File: config.mk
export PLATFORM = sky130hd
export DESIGN_NAME = tfn_div_cell
export DESIGN_NICKNAME = d
export VERILOG_FILES = /design/src/tfn_pkg.sv /design/src/tfn_div_cell.sv
export SDC_FILE = /design/constraint.sdc
export NUM_CORES = 1
export LEC_CHECK = 0
export BUFFER_PORTS_ARGS = -buffer_cell sky130_fd_sc_hd__buf_2
export CORE_ASPECT_RATIO = 0.75
export CORE_MARGIN = 3
export CORE_UTILIZATION = 49
export CTS_CLUSTER_SIZE = 20
export DETAILED_ROUTE_END_ITERATION = 8
export GPL_TIMING_DRIVEN = 0
export PLACE_DENSITY_LB_ADDON = 0.25
export SYNTH_ARGS = -nofsm -noshare
export SYNTH_HDL_FRONTEND = slang
export SYNTH_SLANG_ARGS = --single-unit
File: constraint.sdc
create_clock -name clk -period 3.5 [get_ports clk]
set_input_delay 0.35 -clock clk [delete_from_list [all_inputs] [get_ports clk]]
set_output_delay 0.35 -clock clk [all_outputs]
set_load 0.02 [all_outputs]
File: src/tfn_pkg.sv
// ----------------------------------------------------------------------------
// tfn_pkg
// Shared types and widths for the triangle face normal pipeline.
// ----------------------------------------------------------------------------
package tfn_pkg;

  localparam int unsigned AW = 30;   // normalized cross magnitude
  localparam int unsigned SW = 62;   // sum of squares
  localparam int unsigned RW = 31;   // integer square root
  localparam int unsigned NW = 46;   // division remainder
  localparam int unsigned DW = 32;   // divisor 2r
  localparam int unsigned QW = 15;   // quotient magnitude

  // Side data that rides along with every request.
  typedef struct packed {
    logic       vld;
    logic [2:0] neg;
    logic       deg;
    logic       fin;
  } side_t;

  typedef logic [2:0][AW-1:0] mag_t;
  typedef logic [2:0][NW-1:0] drem_t;
  typedef logic [2:0][QW-1:0] quot_t;

endpackage

File: src/tfn_div_cell.sv
// ----------------------------------------------------------------------------
// tfn_div_cell
// One quotient bit of three restoring divisions sharing one divisor.
// ----------------------------------------------------------------------------
module tfn_div_cell #(
  parameter int unsigned BITPOS = 0
) (
  input  logic                   clk,
  input  logic                   rst,
  input  logic                   en,
  input  tfn_pkg::drem_t         rem_in,
  input  tfn_pkg::quot_t         q_in,
  input  logic [tfn_pkg::DW-1:0] d_in,
  input  tfn_pkg::side_t         side_in,
  output tfn_pkg::drem_t         rem,
  output tfn_pkg::quot_t         q,
  output logic [tfn_pkg::DW-1:0] d,
  output tfn_pkg::side_t         side
);
  import tfn_pkg::*;

  logic [NW-1:0] dsh;
  drem_t         rem_next;
  quot_t         q_next;

  always_comb begin
    dsh = NW'(d_in) << BITPOS;
    for (int i = 0; i < 3; i++) begin
      if (rem_in[i] >= dsh) begin
        rem_next[i] = rem_in[i] - dsh;
        q_next[i]   = q_in[i] | (QW'(1) << BITPOS);
      end else begin
        rem_next[i] = rem_in[i];
        q_next[i]   = q_in[i];
      end
    end
  end

  always_ff @(posedge clk) begin
    if (rst) begin
      side.vld <= 1'b0;
    end else if (en) begin
      side.vld <= side_in.vld;
    end
    if (en) begin
      rem      <= rem_next;
      q        <= q_next;
      d        <= d_in;
      side.neg <= side_in.neg;
      side.deg <= side_in.deg;
      side.fin <= side_in.fin;
    end
  end

endmodule

# Word-level counts from Yosys, hierarchy flattened
# Cells that the tools add are included.
# op_classes
add_sub_neg	3
mul	0
n_div	0
order_cmp	3
n_eq_ne	0
shifts	0
mux	3
n_bitwise	0
reduce_logical	0
# ops
cell	n
46-bit by 32-bit greater-or-equal comparator with 1-bit output	3
46-bit two-way mux	3
46-bit by 32-bit subtractor with 46-bit output	3
# totals
ff_bits	221
latchBits	0
ram_bits	0
romBits	0
output_inout_bits	221
elab_cells	23
mem_count	0

# Logic depth before layout (Yosys ltp)
# logic_depth
depth_word	2
mapped_depth	14
ltp_nobuf	13

# Least setup slack after synthesis
# No wires, ideal clock.
# synth_path
kind	input-to-reg
start	input rem_in[46] in the netlist's numbering
end	register rem[90] in the netlist's numbering, data pin
t_arrival_ns	2.893
path_slack_ns	0.349
cell_stages	13
path_buffers	0
path_cell_list	inv_1 ha_1 inv_1 fa_1 a211oi_1 o211ai_1 a32oi_2 o221ai_1 a221oi_1 nor2_1 a2111oi_0 nand2_1 xnor2_1
# synth_lines
item	line	text
start, declared	tfn_div_cell.sv:11	input tfn_pkg::drem_t rem_in,
end signal, assigned	tfn_div_cell.sv:46	rem <= rem_next;
end, declared	tfn_div_cell.sv:15	output tfn_pkg::drem_t rem,

==> flow_summary.ini <==
[run_status]
outcome = finished, final reports clean

[placement]
dp.cells = 2256
place_area_um2 = 17100
dp_hpwl_um = 38500
place_congestion = 0.947
io_buffers = 444

[synthesis]
synth.avg_cell_area_um2 = 10.0
synth_compound_area_share_pct = 18.1
synth-main-ff-cell = edfxtp_1
synthMuxAreaShare_pct = 1.08
synthAdderAreaFrac_pct = 8.81
ys_warn_count = 0
async_reset_ff_share_pct = 0
seq_area_frac_synth_pct = 46.3
synth-simple-area-share_pct = 15.0
ys_seq_elements = 221
synth_top_family_by_area = compound AO/OA/AOI/OAI gates
synth_edf_count = 220
synth_area_um2 = 14300
synth_xor_area_share_pct = 7.71
synthCells = 1425
yosysUniqueCellTypes = 72
syn_nets = 1748

[timing]
worst_pin_slew_ns = 0.805
drv_slew = 0
fmax_mhz = 307
setup_viol = 0
slew_headroom_pct = 45.7
clock_skew_ns = 0
finalHoldViolations = 0
fin_crit_ns = 3.26
rsz0062_at_grt = no
fin_tns_setup_ns = 0
period_share_pct = 93.1

[global_route]
grt_pass1_vias = 12900
antenna_found_initial = 9
grt_max_degree = 88
grt_overflow = 0
grt_pass1_wl_um = 73400
grt_usage_pct = 30.2

[critical_path]
start_kind = primary input
r2r_start = side[5]
slowest_delay_ns = 0.44
worstPathCellList = buf_2 > inv_1 > ha_1 > inv_1 > fa_1 > a211oi_2 > o211ai_1 > a32oi_2 > o221ai_1 > a221oi_2 > nor2_1 > a2111oi_0 > nand2_1 > xnor2_1
crit_slowest_cell = fa_1
ff2ff_setup_slack_ns = 2.87
cpMostUsedCell = inv_1
worst_ep_required_time_ns = 3.79
end_kind = flip-flop
crit_arrival_ns = 3.54
crit_path_max_fanout = 4
rr_worst_depth = 2
crit_family = compound AO/OA/AOI/OAI gates
crit_buf_inv = 3
path_class = primary input to flip-flop
worstSetupPathDepth = 14
r2r-end = side[5]

[floorplanning]
die_w_um = 203
io-pin-count = 445
dieHeight_um = 154
dieArea_um2 = 31300
rows = 53
initial_utilization_pct = 50.4
core_um2 = 28400

[layout]
fin_nets = 2285
final_cell_mix = 451 x buf_2, 220 x edfxtp_1, 146 x nand2_1
synthToLayoutAreaGrowth_pct = 29.8
multi_input_area_um2 = 7280
drive_gt1_share_pct = 27.3
nFillCells = 2352
fin_area_um2 = 18600
final_common_cell = buf_2
regArea_um2 = 6630
fin_cells = 2368

[clocking]
ctsLongestPathBuffers = 3
path_clk_slew_ns = 0.06
numClockSinks = 221
cts_root_buf = clkbuf_16
cts_tree = yes
numCtsBuffers = 23
htreeDepth = 1
clk-insertion-delay-late_ns = 0.53

[routing]
drc_errors = 0
drt_iter0_markers = 1093
first_pass_iters = 8
ant_nets = 0
wl_per_cell_um = 20.8
via_per_inst = 5.73
wl_um = 49300
dr_total_vias = 13600

[hold_path]
hold-path-cell-count = 1
min_to = d[10]
hold_path_class = primary input to flip-flop
hold_start = d_in[10]

[power]
leakagePower_nw = 7.91
ir_worst_vdd_mv = 0.356
power_density_nw_per_um2 = 455

[job]
max-cap-violations = 0
==> repair_timing <==
item                       4_1_cts  5_1_grt
hold buffers                    66        0
setup endpoints to repair        5       73
pin swaps                        0        1
hold endpoints to repair        66        0
buffers inserted                 0        1
resized for setup                1       17
==> area by class of cell <==
type,count,share of cell area [%]
Tap cell,385,2.59
Antenna cell,6,0.0808
Multi-Input combinational cell,1090,39.2
Clock inverter,13,0.936
Buffer,52,1.15
Inverter,61,1.23
Sequential cell,221,35.7
Timing Repair Buffer,513,15.9
Clock buffer,27,3.29
==> per-stage QoR <==
step	worst slack [ns]	hold slack, ns	power (mW)	util, %
6_report	0.242	0.0202	8.45	65.5
5_1_grt	0.0192	0.0118	8.80	65.5
4_1_cts	0.0542	0.00169	8.44	65.3
3_5_place_dp	-0.574	0.514	5.78	60.2
3_3_place_gp	-0.891	0.475	5.75	60.0
2_1_floorplan	0.349	0.422	4.90	-
==> worst reg2reg max path: cells and delay by family, from the launching register on <==
family           cells  cell delay, ns
and+or+nand+nor      1            0.06
DFF                  1            0.32
muxes                1            0.14
==> cell usage after synthesis (4+ instances only) <==
cell	number	area share, %
nor2_1	98	2.6
xor2_1	65	4.0
inv_1	61	1.6
a31oi_1	18	0.79
o21ai_1	6	0.21
nand2_1	147	3.9
buf_1	4	0.10
o21a_1	10	0.52
o21ai_0	107	3.7
o41ai_1	5	0.31
clkbuf_1	41	1.1
mux2_2	11	0.87
a21o_1	50	2.6
or3_1	10	0.44
a211oi_1	5	0.26
xnor2_1	61	3.7
ha_1	96	8.4
o211ai_1	15	0.79
o31ai_1	5	0.26
nand4b_1	5	0.31
and2_1	6	0.26
buf_2	8	0.28
and3_1	11	0.48
o2111ai_1	4	0.24
nand3_1	37	1.3
a211o_1	5	0.31
edfxtp_1	220	46
a41oi_1	4	0.24
o21bai_1	16	0.84
or2_2	4	0.17
nand4_1	33	1.4
nand2b_1	13	0.57
nor4_1	15	0.66
a21oi_1	127	4.4
nor2b_1	13	0.57
nor3_1	28	0.98
==> routing by layer <==
layer | part of all wire [%] | global-route usage [%]
met5 | 0.099 | 0
met4 | 4.0 | 11.5
met3 | 11 | 8.53
met2 | 43 | 45.2
met1 | 42 | 41.7
==> sequential cells by signal, summed over array words and instances, names as in the netlist <==
| name | count |
|---|---|
| side | 6 |
| q | 45 |
| rem | 138 |
| d | 32 |
==> worst max path at each step <==
stage / startpoint / end / slack, ns
floorplan: rem_in[46] / rem[90] / 0.35
global placement: en / side[5] / -0.89
detailed placement: d_in[15] / rem[76] / -0.57
CTS: rem_in[92] / rem[111] / 0.05
global route: rem_in[46] / rem[90] / 0.02
finish: rem_in[46] / rem[90] / 0.24
==> cell families (layout without fill, tap and decap cells) <==
family / Yosys count / in the layout
AND/OR/NAND/NOR: 439 / 439
AO/OA/AOI/OAI: 412 / 412
flip-flops: 221 / 221
XOR/XNOR: 126 / 126
buffers and inverters: 114 / 666
adder cells (fa/ha/maj): 99 / 99
multiplexers: 14 / 14
other: 0 / 6
==> power breakdown <==
group          internal (mW)  switching, mW  leakage (nW)
registers               3.31         0.0859          2.16
clock network           1.54           1.07         0.387
logic                  0.885           1.56          5.36
Note: power is estimated with default switching activity, not from simulation.
