File: config.mk
export PLATFORM = sky130hd
export DESIGN_NAME = tfn_sqrt_cell
export DESIGN_NICKNAME = d
export VERILOG_FILES = /design/src/tfn_pkg.sv /design/src/tfn_sqrt_cell.sv
export SDC_FILE = /design/constraint.sdc
export NUM_CORES = 1
export LEC_CHECK = 0
export ABC_AREA = 1
export BUFFER_PORTS_ARGS = -buffer_cell sky130_fd_sc_hd__buf_2
export CAP_MARGIN = 20
export CORE_MARGIN = 2
export CORE_UTILIZATION = 35
export CTS_BUF_LIST = sky130_fd_sc_hd__clkbuf_8
export CTS_CLUSTER_DIAMETER = 120
export CTS_CLUSTER_SIZE = 12
export DETAILED_ROUTE_END_ITERATION = 8
export GPL_ROUTABILITY_DRIVEN = 0
export HOLD_SLACK_MARGIN = 0.06
export SLEW_MARGIN = 5
export SYNTH_ARGS = -nofsm -noshare
export SYNTH_HDL_FRONTEND = slang
export SYNTH_SLANG_ARGS = --single-unit
File: constraint.sdc
create_clock -name clk -period 2.9 [get_ports clk]
set_input_delay 0.58 -clock clk [delete_from_list [all_inputs] [get_ports clk]]
set_output_delay 0.58 -clock clk [all_outputs]
set_load 0.02 [all_outputs]
File: src/tfn_pkg.sv
// ----------------------------------------------------------------------------
// tfn_pkg
// Shared types and widths for the triangle face normal pipeline.
// ----------------------------------------------------------------------------
package tfn_pkg;

  localparam int unsigned AW = 30;   // normalized cross magnitude
  localparam int unsigned SW = 62;   // sum of squares
  localparam int unsigned RW = 31;   // integer square root
  localparam int unsigned NW = 46;   // division remainder
  localparam int unsigned DW = 32;   // divisor 2r
  localparam int unsigned QW = 15;   // quotient magnitude

  // Side data that rides along with every request.
  typedef struct packed {
    logic       vld;
    logic [2:0] neg;
    logic       deg;
    logic       fin;
  } side_t;

  typedef logic [2:0][AW-1:0] mag_t;
  typedef logic [2:0][NW-1:0] drem_t;
  typedef logic [2:0][QW-1:0] quot_t;

endpackage

File: src/tfn_sqrt_cell.sv
// ----------------------------------------------------------------------------
// tfn_sqrt_cell
// One bit of a restoring integer square root, registered.
// ----------------------------------------------------------------------------
module tfn_sqrt_cell #(
  parameter int unsigned BITPOS = 0
) (
  input  logic                      clk,
  input  logic                      rst,
  input  logic                      en,
  input  logic [tfn_pkg::SW-1:0]    rem_in,
  input  logic [tfn_pkg::RW-1:0]    root_in,
  input  tfn_pkg::mag_t             a_in,
  input  tfn_pkg::side_t            side_in,
  output logic [tfn_pkg::SW-1:0]    rem,
  output logic [tfn_pkg::RW-1:0]    root,
  output tfn_pkg::mag_t             a,
  output tfn_pkg::side_t            side
);
  import tfn_pkg::*;

  logic [63:0] term;
  logic        take;

  // (root + 2^b)^2 - root^2 = root * 2^(b+1) + 2^(2b)
  always_comb begin
    term = (64'(root_in) << (BITPOS + 1)) + (64'd1 << (2 * BITPOS));
    take = {2'b00, rem_in} >= term;
  end

  always_ff @(posedge clk) begin
    if (rst) begin
      side.vld <= 1'b0;
    end else if (en) begin
      side.vld <= side_in.vld;
    end
    if (en) begin
      rem       <= take ? rem_in - term[SW-1:0] : rem_in;
      root      <= take ? root_in | (RW'(1) << BITPOS) : root_in;
      a         <= a_in;
      side.neg  <= side_in.neg;
      side.deg  <= side_in.deg;
      side.fin  <= side_in.fin;
    end
  end

endmodule

; ---- Yosys cells after proc, flatten, opt, wreduce, memory -nomap -nowiden
; Cells that the tools add are included.
[op_classes]
n_addsub = 2
order_cmp = 1
muxes = 1
[ops]
columns = operator, n
row1 = $ge A62 B33 Y1, 1
row2 = $mux W62, 1
row3 = $sub A62 B33 Y62, 1
row4 = $add A32 B1 Y33 const B, 1
[totals]
regBits = 189
inputBits = 192
wordCells = 14

; ---- Logic depth before layout (Yosys ltp)
; Gate-level depths: netlist (run 1).
[depth]
ltp_word = 3
depth_mapped = 16
mapped_depth_nobuf = 16

; ---- Least setup slack after synthesis (run 1)
; OpenSTA, ideal clock, no wires.
[synth_timing]
path_type = input port to flip-flop
startpoint = input root_in[30] in the netlist's numbering
endpoint = register rem[14] in the netlist's numbering (data pin)
setup_ns = 0.257
t_arrival_ns = 2.057
t_required_ns = 2.643
slack_ns = 0.586
stages = 13
n_path_buf = 1
path_cell_list = inv_1 -> ha_1 -> a21oi_2 -> inv_2 -> nor2_4 -> nand2_2 -> nor2_2 -> nand2_1 -> a21oi_2 -> nand2_4 -> inv_8 -> buf_6 -> o21ai_2
[synth_between]
elab_chain_len = 3
[synth_rtl]
columns = item, line
row1 = "start, declared", tfn_sqrt_cell.sv:12  ; input logic [tfn_pkg::RW-1:0] root_in,
row2 = $add A32 B1 Y33, tfn_sqrt_cell.sv:27  ; term = (64'(root_in) << (BITPOS + 1)) + (64'd1 << (2 * BITPOS));
row3 = $ge A62 B33 Y1, tfn_sqrt_cell.sv:28  ; take = {2'b00, rem_in} >= term;
row4 = $mux W62, tfn_sqrt_cell.sv:38  ; rem <= take ? rem_in - term[SW-1:0] : rem_in;
row5 = "end signal, assigned", tfn_sqrt_cell.sv:38
row6 = "end, declared", tfn_sqrt_cell.sv:15  ; output logic [tfn_pkg::SW-1:0] rem,
; No other way between the ends.
; A chain may end at the register's enable or synchronous reset.

; ---- Final worst setup path (run 1)
[layout_timing]
startpoint = input root_in[19] in the netlist's numbering
endpoint = register rem[11] in the netlist's numbering (data pin)
; Same word-level chain as after synthesis.

==> results of run 1 <==
[registers in the layout (all words and copies together) (netlist names)]
signal,count
rem,62
a,90
side,6
root,31
[synthesized netlist by cell type]
cell      number
nor2_4         2
edfxtp_1     188
xnor2_1       23
nor2_1       101
ha_1          32
nand3b_1       5
nor3_2         2
inv_1        198
mux2i_1        1
nand2_2        6
buf_4          1
o21bai_1       4
buf_8          2
a21boi_0       1
nand4_1       10
fa_1           1
buf_6          6
o21ai_2       25
nor2_2         8
xor2_1         6
a21oi_2       26
a21o_1         1
nand2_1      395
nor3_1        22
nor3b_1        1
o21a_1         1
dfxtp_1        1
inv_2         12
o21ai_0        7
nand3_1       53
and2_1         2
o21ai_1        2
or2_2          1
nand2_4        1
inv_8          1
a21oi_1       26
nand3_2        1
[power by group through the flow]
stage	Sequential (mW)	Combinational [mW]	Clock, mW
after CTS	3.37	1.63	1.87
after detailed placement	3.43	1.63	0
after global placement	3.43	1.61	0
after floorplan	3.77	0.591	0
final	3.36	1.62	1.82
after global routing	3.39	1.76	1.98
[worst max-delay path, delay by kind of cell]
family                     cells  cell delay (ns)
buffers and inverters          5             0.60
AOI/OAI and AO/OA              3             0.46
and+or+nand+nor                5             0.59
adders and majority gates      1             0.33
[path summary, 6_finish.rpt]
path / start / end / slack (ns)
max: root_in[19] / rem[11]$_DFFE_PP_ / 0.56
min: rst / side[5]$_SDFFE_PP0P_ / 0.25
max reg2reg: side[5]$_SDFFE_PP0P_ / side[5]$_SDFFE_PP0P_ / 2.32
min reg2reg: side[5]$_SDFFE_PP0P_ / side[5]$_SDFFE_PP0P_ / 0.51
[placed cells by master (no fill, tap or decap), types with 22 or more instances in the layout]
master / count
inv_1: 198
o21ai_2: 25
nor3_1: 22
nor2_1: 101
nand3_1: 53
nand2_1: 395
edfxtp_1: 188
a21oi_2: 26
ha_1: 32
buf_2: 379
a21oi_1: 26
xnor2_1: 23
[layer usage]
metal,vias to the layer above,track usage [%],routed length [um]
met2,373,37.63,16730
met1,4150,24.62,12920
li1,4585,-,-
met5,-,0,0
met4,0,7.404,884
met3,38,3.608,2375
[cells by family (layout without fill, tap and decap cells)]
logic type      Yosys count  in the layout  synth area share [%]
simple gates            610            610                 24.08
buf+inv                 220            641                 8.662
flops                   189            189                 54.25
compound gates           93             93                 6.457
fa+ha+maj                33             33                 4.025
xor+xnor                 29             29                 2.432
mux                       1              1               0.09585
other cells               0              4                     0
[layout make-up]
cell class                 count  area share (%)
antenna                        4         0.07469
clock buffer                  17           1.746
clock inverter                15           1.382
inverter                     211           5.966
multi-input combinational    766           28.90
sequential                   189           42.27
tap                          390           3.641
timing repair buffer         398           16.01
==> flow_summary.json, run 1 <==
{
  "multi_input_area_um2": 3874,
  "synth.avg_cell_area_um2": 8.888,
  "synth_area_leaders": "edfxtp_1 (54%), nand2_1 (14%), inv_1 (7.1%)",
  "hpwl_um": 27290,
  "pwr-share-comb_pct": 23.8,
  "finalPower_mw": 6.805,
  "whs_ns": 0.2455,
  "synthCells": 1175,
  "dp.cells": 1954,
  "htreeDepth": 4,
  "insertion_delay_ns": 0.47,
  "fin_tns_setup_ns": 0,
  "fin_nets": 1808,
  "leakage_nw": 6.377,
  "timing.final.hold_violations": 0,
  "first_global_vias": 8846,
  "maxSlewViolCount": 0,
  "syn_area_um2": 10440,
  "grt_max_degree": 53,
  "finalNonFillerCells": 1990,
  "criticalPathCategory": "input port to flip-flop",
  "power_density_nw_per_um2": 507.8,
  "vdd_drop_max_uv": 253.8,
  "p_sw_share_pct": 33.50,
  "intPower_mw": 4.526,
  "port_buffers": 380,
  "dp_slack_ns": 0.06144,
  "cts_setup_buffers": 0,
  "crit_slowest_cell": "ha_1",
  "start_util_pct": 35.43,
  "ys_warn_count": 0,
  "vias": 9146,
  "fp.dieArea_um2": 31240,
  "drt_pass1_iterations": 5,
  "final_area_um2": 13400,
  "cts.sinks": 189,
  "via_per_inst": 4.596,
  "postCtsResizedCells": 0,
  "fin_crit_ns": 2.343,
  "reg2reg_depth": 2,
  "route.detailed.drc": 0,
  "drive_gt1_share_pct": 32.27,
  "setup_viol": 0,
  "die_w_um": 176.7,
  "cap_violations": 0,
  "start_kind": "input port",
  "cp.required_ns": 3.14,
  "grt_antenna_before_repair": 4,
  "post_drt_wl_per_cell_um": 16.54,
  "clkPwrFrac_pct": 26.8,
  "ctsRootBufferMaster": "clkbuf_8",
  "clock_path_buffers": 2,
  "io_pins": 381,
  "numCtsBuffers": 17,
  "nFillCells": 2941,
  "ant_nets": 0,
  "max_slew_margin_pct": 59.16,
  "rsz0062_at_grt": "no",
  "finalCritPeriodShare_pct": 80.79,
  "seq_area_um2": 5665,
  "postLayoutCoreUtil_pct": 45.46,
  "cp_slowest_stage_delay_ns": 0.33,
  "fmax_mhz": 426.8,
  "synth_fp_nets": 1400,
  "worstMarginPinSlew_ns": 0.6062,
  "core-area_um2": 29480,
  "synth_top_cell_by_area": "edfxtp_1",
  "ys_types": 37,
  "ys_seq_area_share_pct": 54.25,
  "clkTransAtPathRegs_ns": 0.11,
  "cts_tree": "yes",
  "crit_chain": "buf_2, inv_1, ha_1, nand2_1, inv_1, a21oi_1, nand2_1, a21oi_1, nand2_2, nand2_2, nand2_4, inv_8, buf_12, o21ai_2",
  "whs_path_depth": 2,
  "netSwitchingPower_mw": 2.280,
  "grt.overflow.total": 0,
  "grt_usage_pct": 20.77,
  "place_area_um2": 12970,
  "ys_ff_latch": 189,
  "rows": 63,
  "fin_skew_ns": 0,
  "status": "completed",
  "grt_pass1_wl_um": 49050,
  "critPathCaptureType": "flip-flop",
  "wl_um": 32910,
  "setup_slack_ns": 0.5572,
  "cts_hold_buf": 0,
  "seq_power_share_pct": 49.4,
  "area_growth_pct": 28.32,
  "crit_fanout": 19,
  "hp-class": "input port to flip-flop",
  "yosysTopAreaCellShare_pct": 54.06,
  "die_height_um": 176.7,
  "initialDrtViolationCount": 764,
  "crit_arrival_ns": 2.58
}
Note: power is estimated with default switching activity, not from simulation.
==> inputs of run 2 (changes only) <==
==> constraint.sdc (replaced) <==
create_clock -name clk -period 2.4 [get_ports clk]
set_input_delay 0.48 -clock clk [delete_from_list [all_inputs] [get_ports clk]]
set_output_delay 0.48 -clock clk [all_outputs]
set_load 0.02 [all_outputs]
==> flow_summary.json, run 2 (same netlist as run 1, synthesis figures left out) <==
{
  "layout_commonest_cell": "nand2_1",
  "fin_nets": 1908,
  "netSwitchingPower_mw": 2.755,
  "vdd_drop_max_uv": 288.8,
  "crit_arrival_ns": 2.41,
  "max_slew_margin_pct": 62.48,
  "dp.cells": 2054,
  "grt.overflow.total": 0,
  "worstMarginPinSlew_ns": 0.5569,
  "cts_hold_buf": 0,
  "hpwl_um": 27660,
  "maxSlewViolCount": 0,
  "critPathCaptureType": "flip-flop",
  "cp.required_ns": 2.67,
  "clkPwrFrac_pct": 26.0,
  "reg_top3": "a (90), rem (62), root (31)",
  "fmax_mhz": 466.0,
  "power_density_nw_per_um2": 590.5,
  "status": "completed",
  "largest_register": "a",
  "hp-class": "input port to flip-flop",
  "cap_violations": 0,
  "rows": 63,
  "finalPower_mw": 8.346,
  "fin_skew_ns": 0,
  "ctsRootBufferMaster": "clkbuf_8",
  "die_w_um": 176.7,
  "start_util_pct": 35.43,
  "fin_crit_ns": 2.146,
  "ant_nets": 0,
  "layout_common_cells": "nand2_1 (395), buf_2 (379), inv_1 (198)",
  "drt_pass1_iterations": 5,
  "finalCritPeriodShare_pct": 89.41,
  "core-area_um2": 29480,
  "cts_setup_buffers": 0,
  "start_kind": "input port",
  "die_height_um": 176.7,
  "numCtsBuffers": 17,
  "clkTransAtPathRegs_ns": 0.12,
  "fp.dieArea_um2": 31240,
  "nFillCells": 2933,
  "cts_tree": "yes",
  "initialDrtViolationCount": 544,
  "clock_path_buffers": 2,
  "area_growth_pct": 35.32,
  "postLayoutCoreUtil_pct": 47.94,
  "drive_gt1_share_pct": 36.20,
  "seq_area_um2": 5665,
  "dp_slack_ns": -0.2325,
  "leakage_nw": 6.852,
  "port_buffers": 380,
  "vias": 9444,
  "route.detailed.drc": 0,
  "wl_um": 33470,
  "post_drt_wl_per_cell_um": 16.01,
  "first_global_vias": 9334,
  "pwr-share-comb_pct": 25.2,
  "grt_usage_pct": 21.25,
  "rsz0062_at_grt": "no",
  "cts.sinks": 189,
  "grt_antenna_before_repair": 4,
  "grt_pass1_wl_um": 50540,
  "io_pins": 381,
  "criticalPathCategory": "input port to flip-flop",
  "htreeDepth": 4,
  "via_per_inst": 4.519,
  "final_area_um2": 14130,
  "setup_viol": 0,
  "finalNonFillerCells": 2090,
  "setup_slack_ns": 0.2541,
  "p_sw_share_pct": 33.01,
  "insertion_delay_ns": 0.48,
  "largest_reg_flops": 90,
  "postCtsResizedCells": 0,
  "crit_fanout": 5,
  "seq_power_share_pct": 48.8,
  "timing.final.hold_violations": 0,
  "intPower_mw": 5.591,
  "grt_max_degree": 57,
  "multi_input_area_um2": 3874,
  "place_area_um2": 13720
}
==> run 2: changes by cell type in the layout (fill, tap and decap cells not counted), sizes merged <==
cell | previous run | this run
buf | 397 | 497
clkinv | 7 | 5
clkinvlp | 0 | 1
inv | 219 | 220
==> run 2: stage by stage <==
stage	setup TNS, ns	hold WS [ns]
5_1_grt	0	0.1064
3_3_place_gp	-10.34	0.4676
6_report	0	0.1355
4_1_cts	0	0.1100
3_5_place_dp	-10.03	0.4840
2_1_floorplan	0	0.5524
==> run 2: layer usage <==
metal / vias to the layer above / share of wire [%] / global-route usage [%]
met2: 315 / 51 / 38.44
met1: 4310 / 40 / 25.19
li1: 4784 / - / -
met3: 35 / 6.4 / 3.887
met5: - / 0 / 0
met4: 0 / 2.3 / 7.438
==> run 2: worst max-delay path, stage by stage <==
cell	delay [ns]
buf_2	0.09
inv_1	0.04
ha_1	0.34
a21oi_1	0.23
buf_4	0.16
inv_1	0.04
nor2_2	0.11
buf_4	0.13
a21oi_1	0.08
nor3_1	0.35
buf_4	0.19
nand2_1	0.05
nand2_1	0.08
a21oi_2	0.05
==> run 2: layout make-up <==
| cell class | count | share of cell area [%] |
|---|---|---|
| timing repair buffer | 498 | 20.50 |
| antenna | 4 | 0.07083 |
| clock inverter | 15 | 1.169 |
| tap | 390 | 3.453 |
| sequential | 189 | 40.09 |
| multi-input combinational | 766 | 27.41 |
| inverter | 211 | 5.657 |
| clock buffer | 17 | 1.656 |
==> run 2: path summary, 6_finish.rpt <==
kind	start	endpoint	slack (ns)	cells past startpoint
max	root_in[28]	rem[54]$_DFFE_PP_	0.25	14
min	rst	side[5]$_SDFFE_PP0P_	0.14	2
max reg2reg	side[5]$_SDFFE_PP0P_	side[5]$_SDFFE_PP0P_	1.81	2
min reg2reg	side[5]$_SDFFE_PP0P_	side[5]$_SDFFE_PP0P_	0.50	2
==> run 2: power groups by stage <==
| stage | combinational (mW) | sequential (mW) | clock, mW |
|---|---|---|---|
| after floorplan | 0.714 | 4.56 | 0 |
| after global placement | 2.11 | 4.15 | 0 |
| after detailed placement | 2.12 | 4.15 | 0 |
| after CTS | 2.13 | 4.07 | 2.24 |
| after global routing | 2.30 | 4.10 | 2.35 |
| final | 2.11 | 4.07 | 2.17 |
==> inputs of run 3 (changes only) <==
--- a/config.mk
+++ b/config.mk
@@ -16,6 +16,7 @@
 export DETAILED_ROUTE_END_ITERATION = 8
 export GPL_ROUTABILITY_DRIVEN = 0
 export HOLD_SLACK_MARGIN = 0.06
+export PLACE_DENSITY = 0.58
 export SLEW_MARGIN = 5
 export SYNTH_ARGS = -nofsm -noshare
 export SYNTH_HDL_FRONTEND = slang
==> flow_summary.json, run 3 (same netlist as run 1, synthesis figures left out) <==
{
  "clock_path_buffers": 2,
  "finalNonFillerCells": 2093,
  "fmax_mhz": 460.7,
  "cts_tree": "yes",
  "fin_crit_ns": 2.171,
  "grt_usage_pct": 21.36,
  "crit_arrival_ns": 2.51,
  "cp.required_ns": 2.74,
  "wl_um": 33580,
  "htreeDepth": 4,
  "fp.dieArea_um2": 31240,
  "start_kind": "input port",
  "initialDrtViolationCount": 595,
  "grt_pass1_wl_um": 50830,
  "postLayoutCoreUtil_pct": 48.32,
  "holdPathEnd": "side[5]$_SDFFE_PP0P_",
  "first_global_vias": 9390,
  "r2r-start": "side[5]$_SDFFE_PP0P_",
  "criticalPathCategory": "input port to flip-flop",
  "reg2reg_depth": 2,
  "dp.cells": 2060,
  "postCtsResizedCells": 0,
  "status": "completed",
  "cap_violations": 0,
  "cts_hold_buf": 0,
  "cts.sinks": 189,
  "io_pins": 381,
  "numCtsBuffers": 17,
  "min_from": "rst",
  "maxSlewViolCount": 0,
  "grt_antenna_before_repair": 1,
  "power_density_nw_per_um2": 601.1,
  "core-area_um2": 29480,
  "ant_nets": 0,
  "layout_common_cells": "nand2_1 (395), buf_2 (379), inv_1 (198)",
  "timing.final.hold_violations": 0,
  "largest_reg_flops": 90,
  "drive_gt1_share_pct": 36.49,
  "rows": 63,
  "ctsRootBufferMaster": "clkbuf_8",
  "hpwl_um": 27910,
  "crit_fanout": 4,
  "port_buffers": 380,
  "max_slew_margin_pct": 60.06,
  "vdd_drop_max_uv": 314.1,
  "reg_top3": "a (90), rem (62), root (31)",
  "drt_pass1_iterations": 5,
  "route.detailed.drc": 0,
  "critPathCaptureType": "flip-flop",
  "area_growth_pct": 36.41,
  "worstMarginPinSlew_ns": 0.5991,
  "hp-class": "input port to flip-flop",
  "setup_viol": 0,
  "finalCritPeriodShare_pct": 90.45,
  "largest_register": "a",
  "die_height_um": 176.7,
  "start_util_pct": 35.43,
  "rr_endpoint": "side[5]$_SDFFE_PP0P_",
  "die_w_um": 176.7,
  "whs_path_depth": 2,
  "insertion_delay_ns": 0.48,
  "rsz0062_at_grt": "no",
  "vias": 9497,
  "post_drt_wl_per_cell_um": 16.04,
  "grt.overflow.total": 0,
  "grt_max_degree": 61,
  "fin_nets": 1914,
  "fin_skew_ns": 0,
  "r2r_setup_slack_ns": 1.81,
  "leakage_nw": 6.917,
  "cts_setup_buffers": 0,
  "clkTransAtPathRegs_ns": 0.11,
  "layout_commonest_cell": "nand2_1",
  "via_per_inst": 4.538
}
## run 3: layout make-up
cell class,instances,area (um2)
diodes,1,2.502
multi-input cells,766,3874
clock inverters,15,229.0
well taps,390,488.0
flip-flops and latches,189,5665
repair buffers,504,2954
clock buffers,17,234.0
fillers,2974,15230
inverters,211,799.5
## run 3: worst max-delay path by stage
stage	startpoint	to	slack, ns
2_1_floorplan	root_in[30]	rem[14]$_DFFE_PP_	0.19
3_3_place_gp	root_in[24]	rem[59]$_DFFE_PP_	-0.31
3_5_place_dp	root_in[24]	rem[59]$_DFFE_PP_	-0.30
4_1_cts	root_in[24]	rem[59]$_DFFE_PP_	0.24
5_1_grt	root_in[24]	rem[43]$_DFFE_PP_	0.07
6_report	root_in[24]	rem[51]$_DFFE_PP_	0.23
## run 3: critical path, cell delays in order
cell      delay (ns)
buf_2           0.10
inv_1           0.06
ha_1            0.31
buf_4           0.15
nand2_1         0.12
inv_1           0.05
a21oi_1         0.20
nand2_1         0.18
buf_4           0.19
nand2_1         0.05
nor3b_1         0.29
nand3b_1        0.15
a21oi_2         0.17
## run 3: per-stage QoR
step,worst slack (ns),power (mW),area (um2),hold slack (ns),TNS [ns]
2_1_floorplan,0.1855,5.271,10440,0.5524,0
3_3_place_gp,-0.3096,6.274,13780,0.4670,-7.497
3_5_place_dp,-0.3048,6.289,13780,0.4888,-8.882
4_1_cts,0.2360,8.657,14240,0.1095,0
5_1_grt,0.06611,8.961,14250,0.1103,0
6_report,0.2292,8.564,14250,0.1392,0
## run 3: routing by layer
layer / part of all wire (%) / vias to the layer above / global-route usage [%] / wire length (um)
met5: 0 / - / 0 / 0
met4: 2.4 / 0 / 6.887 / 811
met3: 5.8 / 45 / 3.630 / 1931
met2: 51 / 319 / 39.11 / 17060
met1: 41 / 4332 / 25.32 / 13780
li1: - / 4801 / - / -
## run 3: power by group
group          leakage, nW  switching [mW]  internal [mW]
clock network        0.228            1.43          0.941
logic                 4.84            1.31          0.815
registers             1.85          0.0764           3.99
total                 6.92            2.82           5.75
